==> config.mk <==
export PLATFORM = sky130hd
export DESIGN_NAME = tlv_record_deframer_unit
export DESIGN_NICKNAME = d
export VERILOG_FILES = /design/src/rtl/core/tlvd_pkg.sv /design/src/rtl/core/tlv_record_deframer_unit.sv
export SDC_FILE = /design/constraint.sdc
export NUM_CORES = 1
export LEC_CHECK = 0
export BUFFER_PORTS_ARGS = -buffer_cell sky130_fd_sc_hd__buf_2
export CAP_MARGIN = 20
export CORE_MARGIN = 2
export CORE_UTILIZATION = 55
export CTS_CLUSTER_DIAMETER = 40
export DETAILED_ROUTE_END_ITERATION = 8
export GPL_ROUTABILITY_DRIVEN = 0
export PLACE_DENSITY = 0.78
export SLEW_MARGIN = 20
export SYNTH_ARGS = -nofsm -noshare
export SYNTH_HDL_FRONTEND = slang
export SYNTH_SLANG_ARGS = --single-unit
==> constraint.sdc <==
create_clock -name clk -period 4.5 [get_ports clk]
set_input_delay 0.45 -clock clk [delete_from_list [all_inputs] [get_ports clk]]
set_output_delay 0.45 -clock clk [all_outputs]
set_load 0.03 [all_outputs]
==> src/rtl/core/tlvd_pkg.sv <==
package tlvd_pkg;

  localparam int unsigned HEADER_BYTES = 4;
  localparam int unsigned POS_W        = 17;
  localparam int unsigned HBS_W        = 3;
  localparam int unsigned LEN_W        = 16;
  localparam int unsigned EV_W         = 3;
  localparam int unsigned OUT_DATA_W   = 56;

  localparam logic [EV_W-1:0] EV_HDR_BYTE = 3'd0;
  localparam logic [EV_W-1:0] EV_HDR_DONE = 3'd1;
  localparam logic [EV_W-1:0] EV_VAL_BYTE = 3'd2;
  localparam logic [EV_W-1:0] EV_TRUNC    = 3'd3;
  localparam logic [EV_W-1:0] EV_PAST_END = 3'd4;
  localparam logic [EV_W-1:0] EV_RESTART  = 3'd5;

  localparam logic KIND_DATA    = 1'b0;
  localparam logic KIND_RESTART = 1'b1;

  typedef struct packed {
    logic [15:0] value_offset;
    logic [7:0]  value_byte;
    logic [15:0] record_length;
    logic [15:0] record_type;
  } out_data_t;

endpackage

==> src/rtl/core/tlv_record_deframer_unit.sv <==
// TLV record deframer. Takes one buffer byte (in_tuser = 0) or a restart
// (in_tuser = 1) per transfer and returns exactly one result per transfer:
// a 4-byte header of big-endian 16-bit type and 16-bit length, then that
// many value bytes, each byte classified by out_tuser (0 header byte,
// 1 header complete, 2 value byte, 3 truncated, 4 past end, 5 restarted).
// Bounds are checked against buffer_length from the cfg port; the user
// must write it only while no transfer is outstanding, which the block
// does not enforce. Truncation is sticky until a restart. Each transfer
// is decoded when taken and its result appears in the next cycle from the
// output register, so the block sustains one transfer per clock while
// out_tready is high; the limit is the single state update per byte.
module tlv_record_deframer_unit
  import tlvd_pkg::*;
(
  input  logic                  clk,
  input  logic                  rst_n,
  input  logic                  cfg_valid,
  output logic                  cfg_ready,
  input  logic [LEN_W-1:0]      cfg_data,      // buffer_length
  input  logic                  in_tvalid,
  output logic                  in_tready,
  input  logic [7:0]            in_tdata,      // [7:0] data_byte
  input  logic [0:0]            in_tuser,      // [0] kind
  output logic                  out_tvalid,
  input  logic                  out_tready,
  output logic [OUT_DATA_W-1:0] out_tdata,     // [15:0] record_type, [31:16] record_length,
                                               // [39:32] value_byte, [55:40] value_offset
  output logic [EV_W-1:0]       out_tuser,     // [2:0] event_code
  output logic                  out_tlast      // record_last
);

  logic [LEN_W-1:0] buf_len_r;
  logic [POS_W-1:0] pos_r, pos_nxt;
  logic [HBS_W-1:0] hbs_r, hbs_nxt;
  logic [15:0]      type_r, type_nxt;
  logic [LEN_W-1:0] len_r, len_nxt;
  logic [LEN_W-1:0] vbs_r, vbs_nxt;
  logic             trunc_r, trunc_nxt;

  logic             out_valid_r;
  out_data_t        out_data_r, out_data_nxt;
  logic [EV_W-1:0]  out_ev_r, out_ev_nxt;
  logic             out_last_r, out_last_nxt;

  logic             acc;
  logic [LEN_W-1:0] vbs_inc;
  logic [POS_W:0]   buf_ext;

  assign cfg_ready  = 1'b1;
  assign in_tready  = !out_valid_r || out_tready;
  assign acc        = in_tvalid && in_tready;
  assign out_tvalid = out_valid_r;
  assign out_tdata  = out_data_r;
  assign out_tuser  = out_ev_r;
  assign out_tlast  = out_last_r;

  assign vbs_inc = vbs_r + LEN_W'(1);
  assign buf_ext = (POS_W+1)'(buf_len_r);

  always_comb begin
    pos_nxt      = pos_r;
    hbs_nxt      = hbs_r;
    type_nxt     = type_r;
    len_nxt      = len_r;
    vbs_nxt      = vbs_r;
    trunc_nxt    = trunc_r;
    out_ev_nxt   = EV_TRUNC;
    out_last_nxt = 1'b0;
    out_data_nxt = '0;
    if (in_tuser[0] == KIND_RESTART) begin
      pos_nxt    = '0;
      hbs_nxt    = '0;
      type_nxt   = '0;
      len_nxt    = '0;
      vbs_nxt    = '0;
      trunc_nxt  = 1'b0;
      out_ev_nxt = EV_RESTART;
    end else if (trunc_r) begin
      out_ev_nxt = EV_TRUNC;
    end else if ({1'b0, pos_r} >= buf_ext) begin
      out_ev_nxt = EV_PAST_END;
    end else if (hbs_r != HBS_W'(HEADER_BYTES)) begin
      if ((hbs_r == '0) && (({1'b0, pos_r} + (POS_W+1)'(HEADER_BYTES)) > buf_ext)) begin
        trunc_nxt  = 1'b1;
        out_ev_nxt = EV_TRUNC;
      end else begin
        case (hbs_r[1:0])
          2'd0:    type_nxt = {in_tdata, 8'h00};
          2'd1:    type_nxt = {type_r[15:8], in_tdata};
          2'd2:    len_nxt  = {in_tdata, 8'h00};
          default: len_nxt  = {len_r[15:8], in_tdata};
        endcase
        hbs_nxt = hbs_r + HBS_W'(1);
        pos_nxt = pos_r + POS_W'(1);
        if (hbs_r != HBS_W'(HEADER_BYTES - 1)) begin
          out_ev_nxt = EV_HDR_BYTE;
        end else if (({1'b0, pos_nxt} + (POS_W+1)'(len_nxt)) > buf_ext) begin
          trunc_nxt  = 1'b1;
          out_ev_nxt = EV_TRUNC;
        end else begin
          vbs_nxt    = '0;
          out_ev_nxt = EV_HDR_DONE;
          if (len_nxt == '0) begin
            hbs_nxt      = '0;
            out_last_nxt = 1'b1;
          end
        end
      end
    end else begin
      pos_nxt                   = pos_r + POS_W'(1);
      out_ev_nxt                = EV_VAL_BYTE;
      out_data_nxt.value_byte   = in_tdata;
      out_data_nxt.value_offset = vbs_r;
      if ((vbs_inc >= len_r) || (vbs_inc == '0)) begin
        out_last_nxt = 1'b1;
        hbs_nxt      = '0;
        vbs_nxt      = '0;
      end else begin
        vbs_nxt = vbs_inc;
      end
    end
    out_data_nxt.record_type   = type_nxt;
    out_data_nxt.record_length = len_nxt;
  end

  always_ff @(posedge clk) begin
    if (!rst_n) begin
      buf_len_r   <= '0;
      pos_r       <= '0;
      hbs_r       <= '0;
      type_r      <= '0;
      len_r       <= '0;
      vbs_r       <= '0;
      trunc_r     <= 1'b0;
      out_valid_r <= 1'b0;
    end else begin
      if (cfg_valid && cfg_ready) begin
        buf_len_r <= cfg_data;
      end
      if (acc) begin
        pos_r       <= pos_nxt;
        hbs_r       <= hbs_nxt;
        type_r      <= type_nxt;
        len_r       <= len_nxt;
        vbs_r       <= vbs_nxt;
        trunc_r     <= trunc_nxt;
        out_valid_r <= 1'b1;
      end else if (out_tready) begin
        out_valid_r <= 1'b0;
      end
    end
  end

  always_ff @(posedge clk) begin
    if (acc) begin
      out_data_r <= out_data_nxt;
      out_ev_r   <= out_ev_nxt;
      out_last_r <= out_last_nxt;
    end
  end

endmodule

**After elaboration in Yosys (flattened, before gate mapping)**

Cells that the tools add are included.

- Multiplexer cells: 60
- Eq/ne operators: 9
- $add $sub $neg: 5
- Magnitude comparators: 4
- Reductions and logical operators: 18

Operators by type and width:

| kind | count |
|---|---|
| $mux 16 | 23 |
| $mux 17 | 5 |
| $pmux 16 s2 | 2 |
| $gt 18x16->1 | 2 |
| $mux 3 | 12 |
| $logic_not 16->1 | 2 |
| $add 17x16->18 | 1 |
| $add 17x3->18 const B | 1 |
| $add 17x1->17 const B | 1 |
| $ge 17x16->1 | 1 |
| $add 16x1->16 const B | 1 |
| $ge 16x16->1 | 1 |
| $mux 1 | 15 |
| $ne 3x3->1 const B | 4 |
| $mux 2 | 3 |
| $reduce_and 6->1 | 1 |
| $reduce_and 5->1 | 1 |
| $ne 2x2->1 const B | 2 |
| $reduce_and 4->1 | 1 |
| $reduce_or 2->1 | 2 |
| $reduce_or 4->1 | 1 |
| $add 3x1->3 const B | 1 |
| $logic_not 3->1 | 1 |
| $ne 3x2->1 const B | 1 |
| 9 further kinds | 11 |

- Flip-flop bits (word level): 146
- Word-level logic and storage cells: 111

**Logic depth before layout (Yosys ltp)**

Gate-level depths: netlist (run 1).

- Depth in word-level cells: 17
- Mapped depth: 25
- Gate-level depth less buffers: 22

**Least setup slack after synthesis (run 1)**

No wires, ideal clock.

- Kind: register to register
- From: register hbs_r[0]
- To: register vbs_r[5]
- Data arrival time: 4.566 ns
- Stages on the path, launching flop included: 24
- Clock period less this slack: 4.696 ns
- Buffers on the path: 3
- Data required time: 4.370 ns
- Path slack: -0.196 ns
- Cells stage by stage: dfxtp_1 -> ha_1 -> clkbuf_1 -> buf_1 -> nand2_1 -> o21ai_0 -> ha_1 -> inv_1 -> fa_1 -> nor2b_1 -> o2111ai_1 -> a21oi_1 -> o211ai_2 -> a21oi_1 -> o21ai_0 -> o311ai_0 -> ha_1 -> o21ai_0 -> nor2_1 -> o31a_1 -> nand2b_1 -> o21ai_4 -> buf_4 -> o211ai_1

- Longest elaborated chain between the ends: 12
- Elaborated cells on any way between the ends: 24
- Those cells by class: add/sub (1); order compare (1); eq/ne (7); mux (10); reduce/logical (5)

RTL lines:

| what | RTL line | text |
|---|---|---|
| from (decl) | tlv_record_deframer_unit.sv:34 | `logic [HBS_W-1:0] hbs_r, hbs_nxt;` |
| from (signal assigned) | tlv_record_deframer_unit.sv:142 | `hbs_r <= hbs_nxt;` |
| $eq 2x1->1 / $logic_not 2->1 (equally long branches) | tlv_record_deframer_unit.sv:87 | `case (hbs_r[1:0])` |
| $reduce_or 2->1 (no source line) | -- |  |
| $pmux 16 s2 | tlv_record_deframer_unit.sv:87 |  |
| $mux 16 | tlv_record_deframer_unit.sv:83 | `if ((hbs_r == '0) && (({1'b0, pos_r} + (POS_W+1)'(HEADER_BYTES)) > buf_ext)) begin` |
| $mux 16 | tlv_record_deframer_unit.sv:82 | `end else if (hbs_r != HBS_W'(HEADER_BYTES)) begin` |
| $mux 16 | tlv_record_deframer_unit.sv:80 | `end else if ({1'b0, pos_r} >= buf_ext) begin` |
| $mux 16 | tlv_record_deframer_unit.sv:78 | `end else if (trunc_r) begin` |
| $mux 16 | tlv_record_deframer_unit.sv:70 | `if (in_tuser[0] == KIND_RESTART) begin` |
| $add 17x16->18 | tlv_record_deframer_unit.sv:97 | `end else if (({1'b0, pos_nxt} + (POS_W+1)'(len_nxt)) > buf_ext) begin` |
| $gt 18x16->1 | tlv_record_deframer_unit.sv:97 |  |
| $ne 3x3->1 (no source line) | -- |  |
| $reduce_and 6->1 (no source line) | -- |  |
| to (signal assigned) | tlv_record_deframer_unit.sv:145 | `vbs_r <= vbs_nxt;` |
| to (decl) | tlv_record_deframer_unit.sv:37 | `logic [LEN_W-1:0] vbs_r, vbs_nxt;` |

Parallel ways exist; a longest one is shown, timed or not. The select of a mux whose other input is x is not followed.
A chain may end at the register's enable or synchronous reset.

**Worst setup path after layout (run 1)**

- From: register hbs_r[1]
- To: register vbs_r[12]

The elaborated chain is that of the path after synthesis.

==> results of run 1 <==
## layer usage
| layer | track usage, % | share of wire, % | routed length [um] | vias up |
|---|---|---|---|---|
| met4 | 12.1 | 3.8 | 1010 | 0 |
| li1 | - | - | - | 4027 |
| met3 | 5.13 | 7.6 | 2040 | 75 |
| met5 | 0 | 0 | 0 | - |
| met2 | 46.4 | 47 | 12600 | 427 |
| met1 | 38.2 | 42 | 11100 | 3998 |
## layout make-up
type	instances	area, um2	area share (%)
inverters	79	297	2.62
repair buffers	153	975	8.60
multi-input cells	757	5620	49.6
well taps	225	282	2.48
clock buffers	18	429	3.78
clock inverters	14	201	1.78
flip-flops and latches	146	3540	31.2
## state kept, by name, summed over array words and instances (netlist names), 3 cells and up
signal / flops
out_tdata: 56
pos_r: 17
buf_len_r: 16
len_r: 16
type_r: 16
vbs_r: 16
hbs_r: 3
out_tuser: 3
## logic make-up (layout without fill, tap and decap cells)
| group | Yosys count | in the layout | share of synthesized area (%) |
|---|---|---|---|
| AO/OA/AOI/OAI | 244 | 244 | 18.5 |
| XOR/XNOR | 58 | 58 | 5.84 |
| adder cells (fa/ha/maj) | 88 | 88 | 11.6 |
| buffers and inverters | 135 | 264 | 5.85 |
| flip-flops | 146 | 146 | 37.0 |
| multiplexers | 31 | 31 | 3.32 |
| other | 1 | 1 | 0.0393 |
| AND/OR/NAND/NOR | 335 | 335 | 17.9 |
## final timing paths
check	start	end	slack, ps	cells after the start
max	hbs_r[1]	vbs_r[12]	140	20
min	cfg_data[14]	buf_len_r[14]	240	3
max reg2reg	hbs_r[1]	vbs_r[12]	140	20
min reg2reg	type_r[11]	type_r[11]	470	2
## layout by cell type (no fill, tap or decap), drive strengths merged, types with 9 or more instances in the layout
cell type and count:
nand2 72, dfxtp 86, inv 82, a21o 15, nor3 15, and2 29, buf 152, mux2i 29
o21ai 38, nand3 38, nand4 33, nor4 9, clkbuf 19, edfxtp 60, a211oi 11, a32oi 17
a21oi 51, nor2 95, o211ai 19, a22o 28, xor2 15, ha 87, xnor2 40, o31ai 11
## per-stage QoR
step	setup WS (ps)	hold WS (ps)	area [um2]
after floorplan	16.4	449	9540
after global placement	18.2	456	10500
after detailed placement	-144	465	10500
after CTS	27.1	240	11100
after global routing	-66.4	248	11300
final	142	240	11300
## report_power, final
part	switching [mW]	total (mW)	internal [mW]
clock network	0.605	1.54	0.938
logic	0.415	0.619	0.205
registers	0.0261	1.46	1.44
## worst max-delay path, cell delays in order, from the launching register on
cell       delay, ps
dfxtp_2          340
ha_4             180
o21ai_2          190
ha_2             210
inv_1             50
fa_1             410
nor2b_2          150
o2111ai_1        160
a21oi_2          210
o211ai_2         110
a21oi_2          160
o21ai_1          110
o311ai_1         330
ha_1             300
o21ai_0          170
nor2_1            60
o31a_1           320
nand2b_4         180
o21ai_4          270
buf_12           170
o221ai_1         130
## repair_timing
action                     in CTS  in global routing
setup buffers                   0                  3
setup endpoints to repair      20                 21
pin swaps                       0                 13
cloned                          0                  1
resized for setup               2                 48
==> flow_summary.ini, run 1 <==
[timing]
fmax_ghz = 0.229
skew_ps = 18.9
fin_crit_sh_pct = 96.9
period_minus_slack_ps = 4360
finalSetupViolCount = 0
final-max-slew-violation-count = 0
max_slew_margin_pct = 34.2
tns_ps = 0
hold_viol = 0
tightest_slew_ps = 986

[synth]
yosysSeqAreaShare_pct = 37.0
syn_avg_cell_area_um2 = 9.19
ys_types = 82
synth_area_leaders = edfxtp_1, dfxtp_1, ha_1
synth_edf_count = 60
syn_nets = 1156
ys_warn_count = 0
yosysMostFrequentCell = nor2_1
synth_ff_type = dfxtp_1
syn_inst = 1038
yosysTopAreaCell = edfxtp_1
ys_seq_elements = 146
synthArstFlopShare_pct = 0
ys_top_cells_by_count = nor2_1, ha_1, dfxtp_1
synth_top_area_share_pct = 18.9
syn-cell-area_um2 = 9540

[critical_path]
crit_path_end_kind = register
cp.arrival_ps = 4650
critPathRequiredTime_ps = 4790
start_kind = register
path_class = register to register
critPathMaxFanout = 8

[cells_and_area]
diodes = 0
post-route-util_pct = 66.3
final_nets = 1272
syn_to_final_growth_pct = 18.9
fin_cells = 1392
drive_above_1_share_pct = 21.3
nFillCells = 1336

[detailed_routing]
drtIter0Drc = 998
routedWlPerCell_um = 19.2
routed_wirelength_um = 26700
drcViolationCount = 0
vias = 8527
viasPerCell = 6.13
postRouteAntennaNets = 0
dr.pass1.iters = 5

[grt]
grt_first_pass_wirelength_um = 41500
track_usage_pct = 28.8
grt_overflow = 0
antenna_found_initial = 0
grt_pass1_vias = 8082
grt_max_degree = 61

[power]
ir_worst_vdd_uv = 258
p_total_mw = 3.63
p_per_area_nw_per_um2 = 320
leakage_nw = 4.92

[clock_tree]
cts_max_path_buffers = 2
cts_tree = yes
clock-sinks = 146
root_buffer = clkbuf_16
hold_buffers = 0
cts-htree-levels = 4
clock_latency_ps = 440
numCtsBuffers = 17
clk_pin_slew_ps = 70

[run]
drv_cap = 0

[outcome]
status = complete, no violations

[floorplanning]
design.core.area_um2 = 17100
rows = 48
die_area_um2 = 18400
top_level_ports = 93
fp.dieW_um = 136
die_h_um = 136
start_util_pct = 55.7

[placed_design]
io_buffers = 91
dp_hpwl_um = 18900
dp_cells = 1356

[hold_path]
worstHoldPathType = input pin to register
No activity file was read; power rests on OpenSTA's default activity.
==> run 2: changes to the inputs <==
--- a/config.mk
+++ b/config.mk
@@ -7,7 +7,8 @@
 export LEC_CHECK = 0
 export BUFFER_PORTS_ARGS = -buffer_cell sky130_fd_sc_hd__buf_2
 export CAP_MARGIN = 20
-export CORE_MARGIN = 2
+export CORE_ASPECT_RATIO = 1.2
+export CORE_MARGIN = 1.5
 export CORE_UTILIZATION = 55
 export CTS_CLUSTER_DIAMETER = 40
 export DETAILED_ROUTE_END_ITERATION = 8
==> flow_summary.ini, run 2 (synthesis gave the netlist of run 1 again) <==
[power]
p_per_area_nw_per_um2 = 317
ir_worst_vdd_uv = 213
leakage_nw = 4.92

[detailed_routing]
dr.pass1.iters = 5
vias = 8477
postRouteAntennaNets = 0
drcViolationCount = 0
routedWlPerCell_um = 18.4
viasPerCell = 6.13
routed_wirelength_um = 25500
drtIter0Drc = 754

[placed_design]
post-place-ws_ps = 8.15
dp_hpwl_um = 18600
io_buffers = 91

[floorplanning]
fp.dieW_um = 123
top_level_ports = 93
rows = 52
die_area_um2 = 18100
die_h_um = 147
start_util_pct = 56.4
design.core.area_um2 = 16900

[cells_and_area]
final_nets = 1273
final_common_cell = nor2_1
final_cell_mix = nor2_1, buf_2, ha_1, dfxtp_1, inv_1
largest_register_ffs = 56
drive_above_1_share_pct = 21.1
syn_to_final_growth_pct = 18.1
diodes = 0

[clock_tree]
cts_setup_buffers = 0
clock_latency_ps = 440
clock-sinks = 146
cts_tree = yes
clk_pin_slew_ps = 70
numCtsBuffers = 17
root_buffer = clkbuf_16
cts-htree-levels = 4
cts_max_path_buffers = 2

[grt]
grt.met1_usage_pct = 35.2
antenna_found_initial = 0
grt_max_degree = 62
busiest_layer = met2
grt_first_pass_wirelength_um = 40000
grt_overflow = 0
globalRouteMet3Util_pct = 5.78
use_met2_pct = 47.9
grt_pass1_vias = 8048
track_usage_pct = 28.5

[timing]
period_minus_slack_ps = 4280
tightest_slew_ps = 927
tns_ps = 0
worst_slack_ps = 223
final-max-slew-violation-count = 0
fmax_ghz = 0.234
finalSetupViolCount = 0
skew_ps = 8.85
max_slew_margin_pct = 38.2
fin_crit_sh_pct = 95.0
hold_viol = 0

[critical_path]
critPathRequiredTime_ps = 4800
path_class = register to register
cp.arrival_ps = 4580
critPathMaxFanout = 16
start_kind = register
crit_path_end_kind = register

[run]
drv_cap = 0

[hold_path]
worstHoldPathType = input pin to register

[outcome]
status = complete, no violations
-- run 2: layer usage --
layer,vias up,routed length (um)
met5,-,0
met4,0,986
met3,77,1620
met2,366,12600
met1,4006,10300
li1,4028,-
-- run 2: power by group --
group | internal [mW] | switching (mW) | total, mW | leakage (nW)
registers | 1.44 | 0.0267 | 1.46 | 1.31
logic | 0.203 | 0.411 | 0.614 | 3.31
clock network | 0.847 | 0.647 | 1.49 | 0.305
-- run 2: per-stage QoR --
step / power (mW) / util (%) / area (um2) / hold slack, ps / cells
2_1_floorplan: 1.89 / - / 9540 / 449 / 1038
3_3_place_gp: 2.07 / 62.1 / 10500 / 456 / 1352
3_5_place_dp: 2.09 / 62.1 / 10500 / 464 / 1352
4_1_cts: 3.56 / 65.7 / 11100 / 242 / 1384
5_1_grt: 3.69 / 66.6 / 11300 / 243 / 1384
6_report: 3.57 / 66.6 / 11300 / 246 / 1384
-- run 2: area by class of cell --
type                    instances  area, um2
flip-flops and latches        146       3530
multi-input cells             757       5580
fillers                      1339       5650
clock inverters                15        190
well taps                     216        270
inverters                      79        297
repair buffers                154        966
clock buffers                  17        425
-- run 2: path summary, 6_finish.rpt --
check         startpoint           end  slack (ps)  cells past startpoint
max             pos_r[2]     vbs_r[12]         220                     21
min reg2reg    type_r[9]     type_r[9]         470                      2
max reg2reg     pos_r[2]     vbs_r[12]         220                     21
min          cfg_data[3]  buf_len_r[3]         250                      3
-- run 2: critical path, cell delays in order, from the launching register on --
cell and delay [ps]:
dfxtp_4 390, buf_4 130, nand3_1 100, xnor2_2 300
ha_1 310, a21o_1 200, a21oi_2 170, a21oi_2 100
o211ai_1 270, nor2_1 70, nor2_1 140, xnor2_1 150
ha_1 270, a211oi_1 230, nor2_1 90, nor3_2 170
nor2_1 60, o31a_1 310, nand2b_4 170, o21ai_4 210
buf_12 170, o221ai_1 130
-- run 2: timing repair --
action,in CTS,in global routing
gates resized for setup,0,39
endpoints found under the setup margin,0,23
hold buffers,0,0
==> run 3: changes to the inputs <==
--- a/config.mk
+++ b/config.mk
@@ -14,6 +14,7 @@
 export DETAILED_ROUTE_END_ITERATION = 8
 export GPL_ROUTABILITY_DRIVEN = 0
 export PLACE_DENSITY = 0.78
+export RECOVER_POWER = 25
 export SLEW_MARGIN = 20
 export SYNTH_ARGS = -nofsm -noshare
 export SYNTH_HDL_FRONTEND = slang
==> flow_summary.ini, run 3 (synthesis gave the netlist of run 1 again) <==
[placed_design]
io_buffers = 91
post-place-ws_ps = 8.15
dp_cells = 1352
placed_cell_area_um2 = 10500
dp_hpwl_um = 18600

[grt]
track_usage_pct = 28.5
busiest_layer = met2
antenna_found_initial = 0
grt_first_pass_wirelength_um = 40000
grt_pass1_vias = 8048
grt.met1_usage_pct = 35.2
use_met2_pct = 47.9
grt_max_degree = 62
globalRouteMet3Util_pct = 5.78
grt_overflow = 0

[power]
leakage_nw = 4.76
ir_worst_vdd_uv = 213
p_per_area_nw_per_um2 = 318

[critical_path]
path_class = register to register
start_kind = register
critPathMaxFanout = 16
critPathRequiredTime_ps = 4810
cp.arrival_ps = 4570
crit_path_end_kind = register

[detailed_routing]
drtIter0Drc = 687
vias = 8429
dr.pass1.iters = 5
routedWlPerCell_um = 18.5
routed_wirelength_um = 25500
drcViolationCount = 0
viasPerCell = 6.09
postRouteAntennaNets = 0

[run]
drv_cap = 1

[floorplanning]
rows = 52
die_h_um = 147
top_level_ports = 93
die_area_um2 = 18100
fp.dieW_um = 123
start_util_pct = 56.4
design.core.area_um2 = 16900

[clock_tree]
clk_pin_slew_ps = 70
cts_max_path_buffers = 2
cts_tree = yes
cts_resized = 0
clock-sinks = 146
hold_buffers = 0
cts-htree-levels = 4
clock_latency_ps = 440
numCtsBuffers = 17
root_buffer = clkbuf_16
cts_setup_buffers = 0

[cells_and_area]
final_cell_mix = nor2_1, ha_1, dfxtp_1, inv_1, nand2_1
diodes = 0
largest_register_ffs = 56
syn_to_final_growth_pct = 17.4
final_nets = 1273
design_area_um2 = 11200
fin_cells = 1384
drive_above_1_share_pct = 16.7
nFillCells = 1358
final_common_cell = nor2_1

[timing]
fin_crit_sh_pct = 94.7
finalSetupViolCount = 0
hold_viol = 0
worst_slack_ps = 240
tightest_slew_ps = 2020
period_minus_slack_ps = 4260
max_slew_margin_pct = -34.4
skew_ps = 9.23
tns_ps = 0
final-max-slew-violation-count = 43
fmax_ghz = 0.235

[hold_path]
worstHoldPathType = input pin to register

[outcome]
violations = capacitance limit, slew limit
status = finished with violations
[run 3: critical path, cell delays in order (launching register included)]
cell and delay (ps):
dfxtp_4 390, buf_4 130, nand3_1 100, xnor2_2 300, ha_1 310, a21o_1 200, a21oi_2 170, a21oi_2 100
o211ai_1 270, nor2_1 70, nor2_1 140, xnor2_1 150, ha_1 270, a211oi_1 230, nor2_1 90, nor3_2 160
nor2_1 60, o31a_1 310, nand2b_4 170, o21ai_4 210, buf_12 180, o221ai_1 120
[run 3: layout make-up]
class                      instances  area (um2)  area share (%)
clock inverter                    15         190            1.70
inverter                          79         297            2.65
timing repair buffer             154         900            8.03
clock buffer                      17         425            3.80
sequential                       146        3530            31.6
tap                              216         270            2.41
multi-input combinational        757        5580            49.8
[run 3: layer usage]
layer | vias to the layer above | wire, um | share of wire [%]
li1 | 4025 | - | -
met1 | 3978 | 10300 | 40
met2 | 359 | 12600 | 49
met3 | 67 | 1710 | 6.7
met4 | 0 | 927 | 3.6
met5 | - | 0 | 0
[run 3: path summary, 6_finish.rpt]
| path | end | cells after the start | start | slack [ps] |
|---|---|---|---|---|
| hold / removal | buf_len_r[3] | 3 | cfg_data[3] | 250 |
| setup reg to reg | vbs_r[12] | 21 | pos_r[2] | 240 |
| setup / recovery | vbs_r[12] | 21 | pos_r[2] | 240 |
| hold reg to reg | type_r[9] | 2 | type_r[9] | 470 |
[run 3: power breakdown]
group	total, mW	internal [mW]	switching [mW]
combinational	0.605	0.195	0.410
sequential	1.46	1.44	0.0276
clock	1.50	0.847	0.649
total	3.56	2.48	1.09
[run 3: per-stage QoR]
stage | hold slack [ps] | util [%] | total power, mW
after floorplan | 449 | - | 1.89
after global placement | 456 | 62.1 | 2.07
after detailed placement | 464 | 62.1 | 2.09
after CTS | 242 | 65.7 | 3.56
after global routing | 243 | 66.2 | 3.68
final | 246 | 66.2 | 3.56
